--- config.mk ---
export PLATFORM = sky130hd
export DESIGN_NAME = double_normal_curve_eval_unit
export DESIGN_NICKNAME = d
export VERILOG_FILES = /design/src/hw/rtl/dnce_pkg.sv /design/src/hw/rtl/double_normal_curve_eval_unit.sv
export SDC_FILE = /design/constraint.sdc
export NUM_CORES = 2
export LEC_CHECK = 0
export BUFFER_PORTS_ARGS = -buffer_cell sky130_fd_sc_hd__buf_2
export CAP_MARGIN = 20
export CORE_UTILIZATION = 30
export DETAILED_ROUTE_END_ITERATION = 7
export GPL_TIMING_DRIVEN = 0
export PLACE_DENSITY = 0.56
export SYNTH_ARGS = -nofsm -noshare
export SYNTH_HDL_FRONTEND = slang
export SYNTH_SLANG_ARGS = --single-unit
--- constraint.sdc ---
create_clock -name clock -period 28 [get_ports clock]
set_input_delay 2.8 -clock clock [delete_from_list [all_inputs] [get_ports clock]]
set_output_delay 2.8 -clock clock [all_outputs]
set_load 0.02 [all_outputs]
--- src/hw/rtl/dnce_pkg.sv ---
// Shared constants, types and table functions for the double normal curve evaluator.
`timescale 1ns / 1ps

package dnce_pkg;

   localparam int AGE_W = 8;
   localparam int Q88_W = 16;
   localparam int VALUE_W = 24;
   localparam int CSR_INDEX_W = 8;
   localparam int CSR_DATA_W = 16;

   // The fraction table holds values up to 1.0 in Q1.16, so it needs 17 bits.
   localparam int FRAC_W = 17;
   localparam int PROD_W = Q88_W + FRAC_W;

   localparam int MAX_AGE = 255;
   localparam int DEFAULT_FRAC_TABLE_BITS = 6;
   localparam int MAX_FRAC_TABLE_BITS = 10;

   localparam logic [Q88_W-1:0] PEAK_AGE_RESET = 16'd0;
   localparam logic [Q88_W-1:0] WIDTH_RESET = 16'd256;
   localparam logic [Q88_W-1:0] HEIGHT_RESET = 16'd256;

   typedef enum logic [CSR_INDEX_W-1:0] {
      CSR_PEAK_AGE    = 8'd0,
      CSR_LEFT_WIDTH  = 8'd1,
      CSR_RIGHT_WIDTH = 8'd2,
      CSR_PEAK_HEIGHT = 8'd3
   } csr_index_type;

   // Floor square root of a 64-bit value, one result bit per pass.
   function automatic logic [63:0] int_sqrt(input logic [63:0] v);
      logic [63:0] rem;
      logic [63:0] res;
      logic [63:0] bitv;
      rem = v;
      res = 64'd0;
      bitv = 64'd1 << 62;
      for (int s = 0; s < 32; s++) begin
         if (rem >= res + bitv) begin
            rem = rem - (res + bitv);
            res = (res >> 1) + bitv;
         end else begin
            res = res >> 1;
         end
         bitv = bitv >> 2;
      end
      return res;
   endfunction

   // Entry i of the 2^-(i / 2^bits) table in Q1.16, built from repeated
   // square roots of one half in Q2.30 and truncated products of them.
   function automatic logic [FRAC_W-1:0] frac_entry(input int bits, input int i);
      logic [63:0] root [MAX_FRAC_TABLE_BITS+1];
      logic [63:0] prod;
      root[0] = 64'd1 << 29;
      for (int k = 1; k <= MAX_FRAC_TABLE_BITS; k++) begin
         if (k <= bits) begin
            root[k] = int_sqrt(root[k-1] << 30);
         end else begin
            root[k] = 64'd0;
         end
      end
      prod = 64'd1 << 30;
      for (int j = 0; j < MAX_FRAC_TABLE_BITS; j++) begin
         if (j < bits && ((i >> j) & 1) == 1) begin
            prod = (prod * root[bits-j]) >> 30;
         end
      end
      return FRAC_W'(prod >> 14);
   endfunction

endpackage

--- src/hw/rtl/double_normal_curve_eval_unit.sv ---
// Top level of the double normal curve evaluator: front end, divider, square, exp2 and scale.
`timescale 1ns / 1ps

// Evaluates peak_height * 2^-(((age - peak_age) / width)^2) for one integer age per
// request, picking the left width below the peak and the right width at or above it.
// The unit takes one request per clock while no stalled result holds the pipeline; its
// divider resolves one quotient bit per stage over 16 stages. A stalled result holds the
// whole pipeline in place, so while rsp_stall is high with a result waiting,
// req_stall is high as well. The result is unsigned Q8.16.
// Configuration registers (unsigned Q8.8) are written through the csr port, which is
// always ready; write them only while no request is in flight. Zero widths and a zero
// height act as one LSB, and ages above the maximum age are clamped.
module double_normal_curve_eval_unit #(
   parameter int FRAC_TABLE_BITS = dnce_pkg::DEFAULT_FRAC_TABLE_BITS
) (
   input  logic                                 clock,
   input  logic                                 reset,
   input  logic                                 req_valid,
   output logic                                 req_stall,
   input  logic [dnce_pkg::AGE_W-1:0]           req_age,
   output logic                                 rsp_valid,
   input  logic                                 rsp_stall,
   output logic [dnce_pkg::VALUE_W-1:0]         rsp_curve_value,
   output logic                                 rsp_on_left_side,
   input  logic                                 csr_valid,
   output logic                                 csr_ready,
   input  logic [dnce_pkg::CSR_INDEX_W-1:0]     csr_index,
   input  logic [dnce_pkg::CSR_DATA_W-1:0]      csr_data
);
   import dnce_pkg::*;

   localparam int TableSize = 1 << FRAC_TABLE_BITS;
   localparam int DivSteps = Q88_W;
   localparam int ZeroShift = PROD_W - 8;
   localparam logic [AGE_W-1:0] AgeClamp = (MAX_AGE > 255) ? 8'd255 : AGE_W'(MAX_AGE);

   // Configuration registers.
   logic [Q88_W-1:0] peak_age_ff, left_width_ff, right_width_ff, peak_height_ff;
   logic [Q88_W-1:0] sig_left, sig_right, alpha;

   // Pipeline advance for every stage.
   logic adv;

   // Front end: clamp, compare to the peak, absolute distance.
   logic             s1_valid_ff, s1_left_ff;
   logic [Q88_W-1:0] s1_d_ff;
   logic [AGE_W-1:0] age_c;
   logic [Q88_W-1:0] age_q;
   logic             s1_left_in;
   logic [Q88_W-1:0] s1_d_in;

   // Divider stages. Stage 0 holds the starting remainder; dividend bits shift out
   // of the top of dq while quotient bits shift in at the bottom.
   logic             div_valid_ff [DivSteps+1];
   logic             div_left_ff  [DivSteps+1];
   logic             div_sat_ff   [DivSteps+1];
   logic [Q88_W-1:0] div_dq_ff    [DivSteps+1];
   logic [Q88_W-1:0] div_rem_ff   [DivSteps];
   logic [Q88_W-1:0] s1_sigma;
   logic             div0_sat_in;

   // Square, saturate, table lookup, scale, shift.
   logic                 sq_valid_ff, sq_left_ff;
   logic [2*Q88_W-1:0]   sq_ff, sq_in;
   logic [Q88_W-1:0]     q_val;
   logic                 zs_valid_ff, zs_left_ff;
   logic [Q88_W-1:0]     zs_ff, zs_in;
   logic                 tb_valid_ff, tb_left_ff;
   logic [FRAC_W-1:0]    tb_t_ff;
   logic [7:0]           tb_n_ff;
   logic [8+FRAC_TABLE_BITS-1:0] idx_wide;
   logic [FRAC_TABLE_BITS-1:0]   idx;
   logic [FRAC_W-1:0]    frac_rom [TableSize];
   logic                 mu_valid_ff, mu_left_ff;
   logic [PROD_W-1:0]    mu_prod_ff, mu_prod_in;
   logic [7:0]           mu_n_ff;
   logic                 rsp_valid_ff, rsp_left_ff;
   logic [VALUE_W-1:0]   rsp_value_ff, rsp_value_in;
   logic [5:0]           shamt;

   // ---------------------------------------------------------------- config
   assign csr_ready = 1'b1;

   always_ff @(posedge clock) begin
      if (reset) begin
         peak_age_ff    <= PEAK_AGE_RESET;
         left_width_ff  <= WIDTH_RESET;
         right_width_ff <= WIDTH_RESET;
         peak_height_ff <= HEIGHT_RESET;
      end else if (csr_valid && csr_ready) begin
         unique case (csr_index)
            CSR_PEAK_AGE:    peak_age_ff    <= csr_data;
            CSR_LEFT_WIDTH:  left_width_ff  <= csr_data;
            CSR_RIGHT_WIDTH: right_width_ff <= csr_data;
            CSR_PEAK_HEIGHT: peak_height_ff <= csr_data;
            default: ;
         endcase
      end
   end

   assign sig_left  = (left_width_ff == '0) ? Q88_W'(1) : left_width_ff;
   assign sig_right = (right_width_ff == '0) ? Q88_W'(1) : right_width_ff;
   assign alpha     = (peak_height_ff == '0) ? Q88_W'(1) : peak_height_ff;

   // ---------------------------------------------------------------- flow control
   assign adv       = !rsp_valid_ff || !rsp_stall;
   assign req_stall = !adv;

   // ---------------------------------------------------------------- front end
   always_comb begin
      age_c      = (req_age > AgeClamp) ? AgeClamp : req_age;
      age_q      = {age_c, 8'd0};
      s1_left_in = age_q < peak_age_ff;
      s1_d_in    = s1_left_in ? (peak_age_ff - age_q) : (age_q - peak_age_ff);
   end

   always_ff @(posedge clock) begin
      if (reset) begin
         s1_valid_ff <= 1'b0;
      end else if (adv) begin
         s1_valid_ff <= req_valid;
      end
   end

   always_ff @(posedge clock) begin
      if (adv) begin
         s1_left_ff <= s1_left_in;
         s1_d_ff    <= s1_d_in;
      end
   end

   // ---------------------------------------------------------------- divider
   // The quotient exceeds Q8.8 exactly when the integer part of d reaches sigma.
   always_comb begin
      s1_sigma    = s1_left_ff ? sig_left : sig_right;
      div0_sat_in = {8'd0, s1_d_ff[15:8]} >= s1_sigma;
   end

   always_ff @(posedge clock) begin
      if (reset) begin
         div_valid_ff[0] <= 1'b0;
      end else if (adv) begin
         div_valid_ff[0] <= s1_valid_ff;
      end
   end

   always_ff @(posedge clock) begin
      if (adv) begin
         div_left_ff[0] <= s1_left_ff;
         div_sat_ff[0]  <= div0_sat_in;
         div_rem_ff[0]  <= {8'd0, s1_d_ff[15:8]};
         div_dq_ff[0]   <= {s1_d_ff[7:0], 8'd0};
      end
   end

   for (genvar k = 1; k <= DivSteps; k++) begin : g_div
      logic [Q88_W:0]   rem_sh;
      logic [Q88_W-1:0] sig;
      logic             ge;
      logic [Q88_W-1:0] rem_in;
      logic [Q88_W-1:0] dq_in;

      always_comb begin
         rem_sh = {div_rem_ff[k-1], div_dq_ff[k-1][Q88_W-1]};
         sig    = div_left_ff[k-1] ? sig_left : sig_right;
         ge     = rem_sh >= {1'b0, sig};
         rem_in = ge ? Q88_W'(rem_sh - {1'b0, sig}) : rem_sh[Q88_W-1:0];
         dq_in  = {div_dq_ff[k-1][Q88_W-2:0], ge};
      end

      always_ff @(posedge clock) begin
         if (reset) begin
            div_valid_ff[k] <= 1'b0;
         end else if (adv) begin
            div_valid_ff[k] <= div_valid_ff[k-1];
         end
      end

      always_ff @(posedge clock) begin
         if (adv) begin
            div_left_ff[k] <= div_left_ff[k-1];
            div_sat_ff[k]  <= div_sat_ff[k-1];
            div_dq_ff[k]   <= dq_in;
         end
      end

      if (k < DivSteps) begin : g_rem
         always_ff @(posedge clock) begin
            if (adv) begin
               div_rem_ff[k] <= rem_in;
            end
         end
      end
   end

   // ---------------------------------------------------------------- square
   always_comb begin
      q_val = div_sat_ff[DivSteps] ? {Q88_W{1'b1}} : div_dq_ff[DivSteps];
      sq_in = q_val * q_val;
   end

   // ---------------------------------------------------------------- saturate z
   assign zs_in = (sq_ff[2*Q88_W-1:24] != '0) ? {Q88_W{1'b1}} : sq_ff[23:8];

   // ---------------------------------------------------------------- table lookup
   for (genvar i = 0; i < TableSize; i++) begin : g_rom
      assign frac_rom[i] = frac_entry(FRAC_TABLE_BITS, i);
   end

   always_comb begin
      idx_wide = {zs_ff[7:0], {FRAC_TABLE_BITS{1'b0}}};
      idx      = idx_wide[8+FRAC_TABLE_BITS-1:8];
   end

   // ---------------------------------------------------------------- scale and shift
   assign mu_prod_in = PROD_W'(alpha) * PROD_W'(tb_t_ff);

   always_comb begin
      shamt = 6'd8 + mu_n_ff[5:0];
      if (mu_n_ff >= 8'(ZeroShift)) begin
         rsp_value_in = '0;
      end else begin
         rsp_value_in = VALUE_W'(mu_prod_ff >> shamt);
      end
   end

   always_ff @(posedge clock) begin
      if (reset) begin
         sq_valid_ff  <= 1'b0;
         zs_valid_ff  <= 1'b0;
         tb_valid_ff  <= 1'b0;
         mu_valid_ff  <= 1'b0;
         rsp_valid_ff <= 1'b0;
      end else if (adv) begin
         sq_valid_ff  <= div_valid_ff[DivSteps];
         zs_valid_ff  <= sq_valid_ff;
         tb_valid_ff  <= zs_valid_ff;
         mu_valid_ff  <= tb_valid_ff;
         rsp_valid_ff <= mu_valid_ff;
      end
   end

   always_ff @(posedge clock) begin
      if (adv) begin
         sq_left_ff   <= div_left_ff[DivSteps];
         sq_ff        <= sq_in;
         zs_left_ff   <= sq_left_ff;
         zs_ff        <= zs_in;
         tb_left_ff   <= zs_left_ff;
         tb_t_ff      <= frac_rom[idx];
         tb_n_ff      <= zs_ff[15:8];
         mu_left_ff   <= tb_left_ff;
         mu_prod_ff   <= mu_prod_in;
         mu_n_ff      <= tb_n_ff;
         rsp_left_ff  <= mu_left_ff;
         rsp_value_ff <= rsp_value_in;
      end
   end

   assign rsp_valid        = rsp_valid_ff;
   assign rsp_curve_value  = rsp_value_ff;
   assign rsp_on_left_side = rsp_left_ff;

endmodule
# Word-level counts from Yosys, hierarchy flattened
# Memory sizes are Yosys's and may differ from the RTL's. A register that Yosys moved wholly into a read port is not among the register bits.
# Index checks and enable logic that the tools add are counted.
# word_totals
memories,6
elab_cells,163
ram_bits,579
register_bits,211
out_inout_bits,28
mem_bits_ro,1088
inputBits,37
# mem_list
memory,depth,word_bits,read_ports,rd_clocked_by_memory_dff,write_ports,line,text
(name not given),64,17,1,1,0,double_normal_curve_eval_unit.sv:250,tb_t_ff <= frac_rom[idx];
div_dq_ff,17,16,17,0,17,double_normal_curve_eval_unit.sv:57,logic [Q88_W-1:0] div_dq_ff [DivSteps+1];
div_rem_ff,16,16,16,0,16,double_normal_curve_eval_unit.sv:58,logic [Q88_W-1:0] div_rem_ff [DivSteps];
div_left_ff,17,1,17,1,17,double_normal_curve_eval_unit.sv:55,logic div_left_ff [DivSteps+1];
div_sat_ff,17,1,17,0,17,double_normal_curve_eval_unit.sv:56,logic div_sat_ff [DivSteps+1];
div_valid_ff,17,1,17,1,17,double_normal_curve_eval_unit.sv:54,logic div_valid_ff [DivSteps+1];
# op_classes
addsub,18
shifts,1
bitwise_logic,18
n_mux,61
n_mul,2
n_reduce_logical,13
magnitude_cmp,20
n_eq_ne,3
# ops
operator,count
$mux W16,37
$ge A17 B16 Y1,16
$sub A16 B16 Y16,17
$logic_not A16 Y1,3
$mul A16 B17 Y33,1
$shr A33 B6 Y24,1
$mul A16 B16 Y32,1
$mux W1,23
$or A1 B1 Y1,17
$eq A8 B2 Y1 const B,2
$ge A8 B16 Y1,1
$lt A16 B16 Y1,1
$eq A8 B1 Y1 const B,1
$ge A8 B5 Y1 const B,1
$gt A8 B8 Y1 const B,1
$logic_not A8 Y1,1
$mux W8,1
$reduce_and A2 Y1,4
$reduce_bool A8 Y1,1
$not A6 Y7,1
$add A4 B6 Y6 const A,1
$logic_not A1 Y1,3
$logic_or A1 B1 Y1,1

# Logic depth before layout (Yosys ltp)
# logic_depth
word_depth,6
ltp_mapped,26
mapped_depth_nobuf,24

# Worst setup path after synthesis
# OpenSTA, ideal clock, no wires.
# synth_timing
path_type,input to output
startpoint,in rsp_stall
endpoint,out req_stall
t_arrival_ns,20.576
path_stages,2
required_time_ns,25.200
n_path_buf,0
path_slack_ns,4.624
cell_sequence,nand2_1 > clkinv_1
# synth_between
elab_chain_len,3
# synth_lines
element,line,text
start: declaration,double_normal_curve_eval_unit.sv:22,"input logic rsp_stall,"
$logic_not A1 Y1,double_normal_curve_eval_unit.sv:106,assign adv = !rsp_valid_ff || !rsp_stall;
$logic_or A1 B1 Y1,double_normal_curve_eval_unit.sv:106,
$logic_not A1 Y1,double_normal_curve_eval_unit.sv:107,assign req_stall = !adv;
end: declaration,double_normal_curve_eval_unit.sv:19,"output logic req_stall,"
# Every way passes these cells.

==> results.py <==
metrics = {
    "clock_tree": {
        "numCtsBuffers": 81,
        "cts.sinks": 689,
        "cts_root_buf": "clkbuf_16",
        "cts_buffer_depth": 3,
        "cts_tree": "done",
        "path_clk_slew_ns": 0.06,
        "postCtsHoldBufs": 0,
        "h-tree-depth": 3,
        "cts-resized-gates": 0,
        "clk_latency_ns": 0.70,
        "post_cts_buffers": 0,
    },
    "synth": {
        "ys_seq_elements": 689,
        "seq_area_frac_synth_pct": 34.87,
        "synth_top_family_by_area": "adder cells",
        "syn-instance-count": 5449,
        "yosysTopAreaCellShare_pct": 32.43,
        "ys_top_cells_by_area": "edfxtp_1 (32%), fa_1 (14%), ha_1 (10%), mux2i_1 (6.0%), inv_1 (4.0%)",
        "ys_types": 92,
        "synth_nets": 6351,
        "syn_area_sq_um": 57320,
        "synthAdderAreaFrac_pct": 23.95,
        "synth_area_leader_cell": "edfxtp_1",
        "synth_ff_type": "edfxtp_1",
        "postSynthAreaPerCell_sq_um": 10.52,
        "async_reset_ff_share_pct": 0,
        "yosys.area_share.simple_pct": 10.94,
        "synth_compound_area_share_pct": 10.17,
        "ys_warn_count": 0,
        "synth-xor-area-share_pct": 3.514,
        "synth_mux_area_share_pct": 10.60,
        "synth-edff-count": 619,
    },
    "floorplanning": {
        "rows": 160,
        "die_h_um": 439.1,
        "ios": 65,
        "die_w_um": 439.1,
        "core_area_sq_um": 190000,
        "dieArea_sq_um": 192800,
        "start_util_pct": 30.17,
    },
    "grt": {
        "grt_pass1_wl_um": 246600,
        "grt_pass1_vias": 41900,
        "overflow": 0,
        "grt_util_all_layers_pct": 16.45,
        "grt_max_degree": 73,
        "antenna_found_initial": 12,
    },
    "worst_setup_path": {
        "cp_data_arrival_time_ns": 8.55,
        "r2r_end": "sq_ff[31]$_DFFE_PN_",
        "max_stage_delay_ns": 0.75,
        "crit_slowest_cell": "o21ai_0",
        "ff2ff_setup_slack_ns": 19.90,
        "start_kind": "flip-flop",
        "cp_common_cell": "fa_1",
        "cp_data_required_time_ns": 28.46,
        "worstSetupEndpointType": "flip-flop",
        "cp_max_fo": 10,
        "timing.rr.start": "div_sat_ff[1][0]$_DFFE_PN_",
        "path_cells": "clkbuf_1 > clkbuf_1 > nor2_1 > nor2_1 > fa_1 > inv_1 > fa_1 > inv_1 > fa_1 > inv_1 > fa_1 > inv_1 > fa_1 > fa_1 > ha_1 > and4_1 > and4_1 > o21ai_0 > o21ai_0 > a41oi_1 > o31ai_1 > a21oi_1 > xnor2_1",
        "worst-setup-path-type": "flip-flop to flip-flop",
        "ff2ff_path_depth": 23,
    },
    "cells_and_area": {
        "drive_gt1_share_pct": 9.166,
        "final_util_pct": 33.72,
        "final_common_cell": "edfxtp_1",
        "fillers": 19150,
        "final_cell_mix": "edfxtp_1 (619), inv_1 (616), ha_1 (478)",
        "synthToLayoutAreaGrowth_pct": 11.75,
        "finalNetCount": 6523,
    },
    "drt": {
        "wl_per_cell_um": 19.36,
        "dr_total_vias": 41170,
        "postRouteAntennaNets": 0,
        "first_pass_iters": 6,
        "drt_iter0_markers": 2885,
        "vias_per_cell": 5.018,
        "post-route-drc-count": 0,
        "drt-total-wl_um": 158800,
    },
    "placement": {
        "gp_congestion": 0.8938,
        "io_buffers": 62,
        "dp_hpwl_um": 119300,
    },
    "timing": {
        "period_minus_slack_ns": 8.095,
        "setup_tns_ns": 0,
        "finClkSkew_ns": 0.04238,
        "fin_crit_sh_pct": 28.91,
        "drv_slew": 0,
        "setup_viol": 0,
        "slew_headroom_pct": 23.63,
        "fmax_mhz": 123.5,
        "rsz0062_at_grt": "no",
        "final-hold-violation-count": 0,
        "hold_ws_ns": 0.3852,
        "worstMarginPinSlew_ns": 1.136,
    },
    "run_status": {
        "status": "complete, no violations",
    },
    "hold_path": {
        "hp-class": "flip-flop to flip-flop",
        "min_to": "mu_n_ff[1]$_DFFE_PN_",
        "min_delay_path_depth": 0,
        "hp-start": "tb_n_ff[1]$_DFFE_PN_",
    },
    "run": {
        "drv_cap": 0,
    },
}
==> synth_stat cells, types with 29 or more instances <==
cell      instances
nor2b_1          51
xor2_1           85
nand2b_1         31
buf_1            33
nor2_1          348
a21o_1          119
nor3_1           90
dfxtp_1          70
edfxtp_1        619
clkbuf_1        201
o211ai_1         29
nand3_1          54
xnor2_1         145
nand4_1          44
nand2_1         397
and2_1          170
ha_1            478
fa_1            387
inv_1           616
mux2i_1         342
o21ai_0         169
o21bai_1         37
a21oi_1         292
mux2_2          192
a31oi_1          37
==> stage by stage <==
step | setup WS (ns) | instances | instance area (sq um)
after floorplan | 4.624 | 5449 | 57320
after global placement | -3.278 | 8022 | 60770
after detailed placement | 19.80 | 8046 | 61250
after CTS | 19.78 | 8192 | 63990
after global routing | 19.35 | 8202 | 64050
final | 19.90 | 8204 | 64050
==> how the worst max path moves through the flow <==
stage | depth (start not counted) | slack [ns] | to | start
3_5_place_dp | 23 | 19.80 | sq_ff[31]$_DFFE_PN_ | div_sat_ff[1][0]$_DFFE_PN_
3_3_place_gp | 4 | -3.28 | req_stall | rsp_stall
4_1_cts | 23 | 19.78 | sq_ff[31]$_DFFE_PN_ | div_sat_ff[1][0]$_DFFE_PN_
6_report | 23 | 19.90 | sq_ff[31]$_DFFE_PN_ | div_sat_ff[1][0]$_DFFE_PN_
2_1_floorplan | 2 | 4.62 | req_stall | rsp_stall
5_1_grt | 23 | 19.35 | sq_ff[31]$_DFFE_PN_ | div_sat_ff[1][0]$_DFFE_PN_
==> final cells by class <==
| class | count | area (sq um) | area share [%] |
|---|---|---|---|
| Timing Repair Buffer | 89 | 822.0 | 1.283 |
| Antenna cell | 9 | 22.52 | 0.03516 |
| Inverter | 619 | 2323 | 3.627 |
| Tap cell | 2511 | 3142 | 4.905 |
| Multi-Input combinational cell | 3872 | 33930 | 52.97 |
| Clock inverter | 52 | 580.6 | 0.9064 |
| Sequential cell | 689 | 19990 | 31.21 |
| Clock buffer | 94 | 2160 | 3.372 |
| Buffer | 269 | 1086 | 1.696 |
==> worst max-delay path, delay by kind of cell, from the launching register on <==
family,cells,cell delay [ns]
compound gates,5,1.85
simple gates,4,1.40
xor+xnor,1,0.13
flops,1,0.43
fa+ha+maj,7,3.38
buf+inv,6,0.66
==> registers in the layout (all words and copies together) (netlist names), 16 cells and up <==
register and count:
div_dq_ff 172, mu_prod_ff 33, div_valid_ff 17, right_width_ff 16, div_rem_ff 248, div_left_ff 17
left_width_ff 16, sq_ff 22, tb_t_ff 17, peak_height_ff 16, s1_d_ff 16, peak_age_ff 16
rsp_curve_value 24, div_sat_ff 17
==> routing by layer <==
layer  part of all wire [%]  GRT usage [%]  vias to the layer above
met1                     44          21.74                    20390
li1                       -              -                    19340
met4                    3.8          6.322                        0
met2                     47          27.07                     1164
met5                      0              0                        -
met3                    5.4          2.352                      280
==> kinds of logic after synthesis <==
group           Yosys count
xor+xnor                230
flops                   689
fa+ha+maj               865
simple gates           1311
other cells               1
compound gates          906
buf+inv                 888
mux                     559
Power is not shown: default switching activity piles up to over one toggle a cycle in this logic, so the estimate is an artifact.
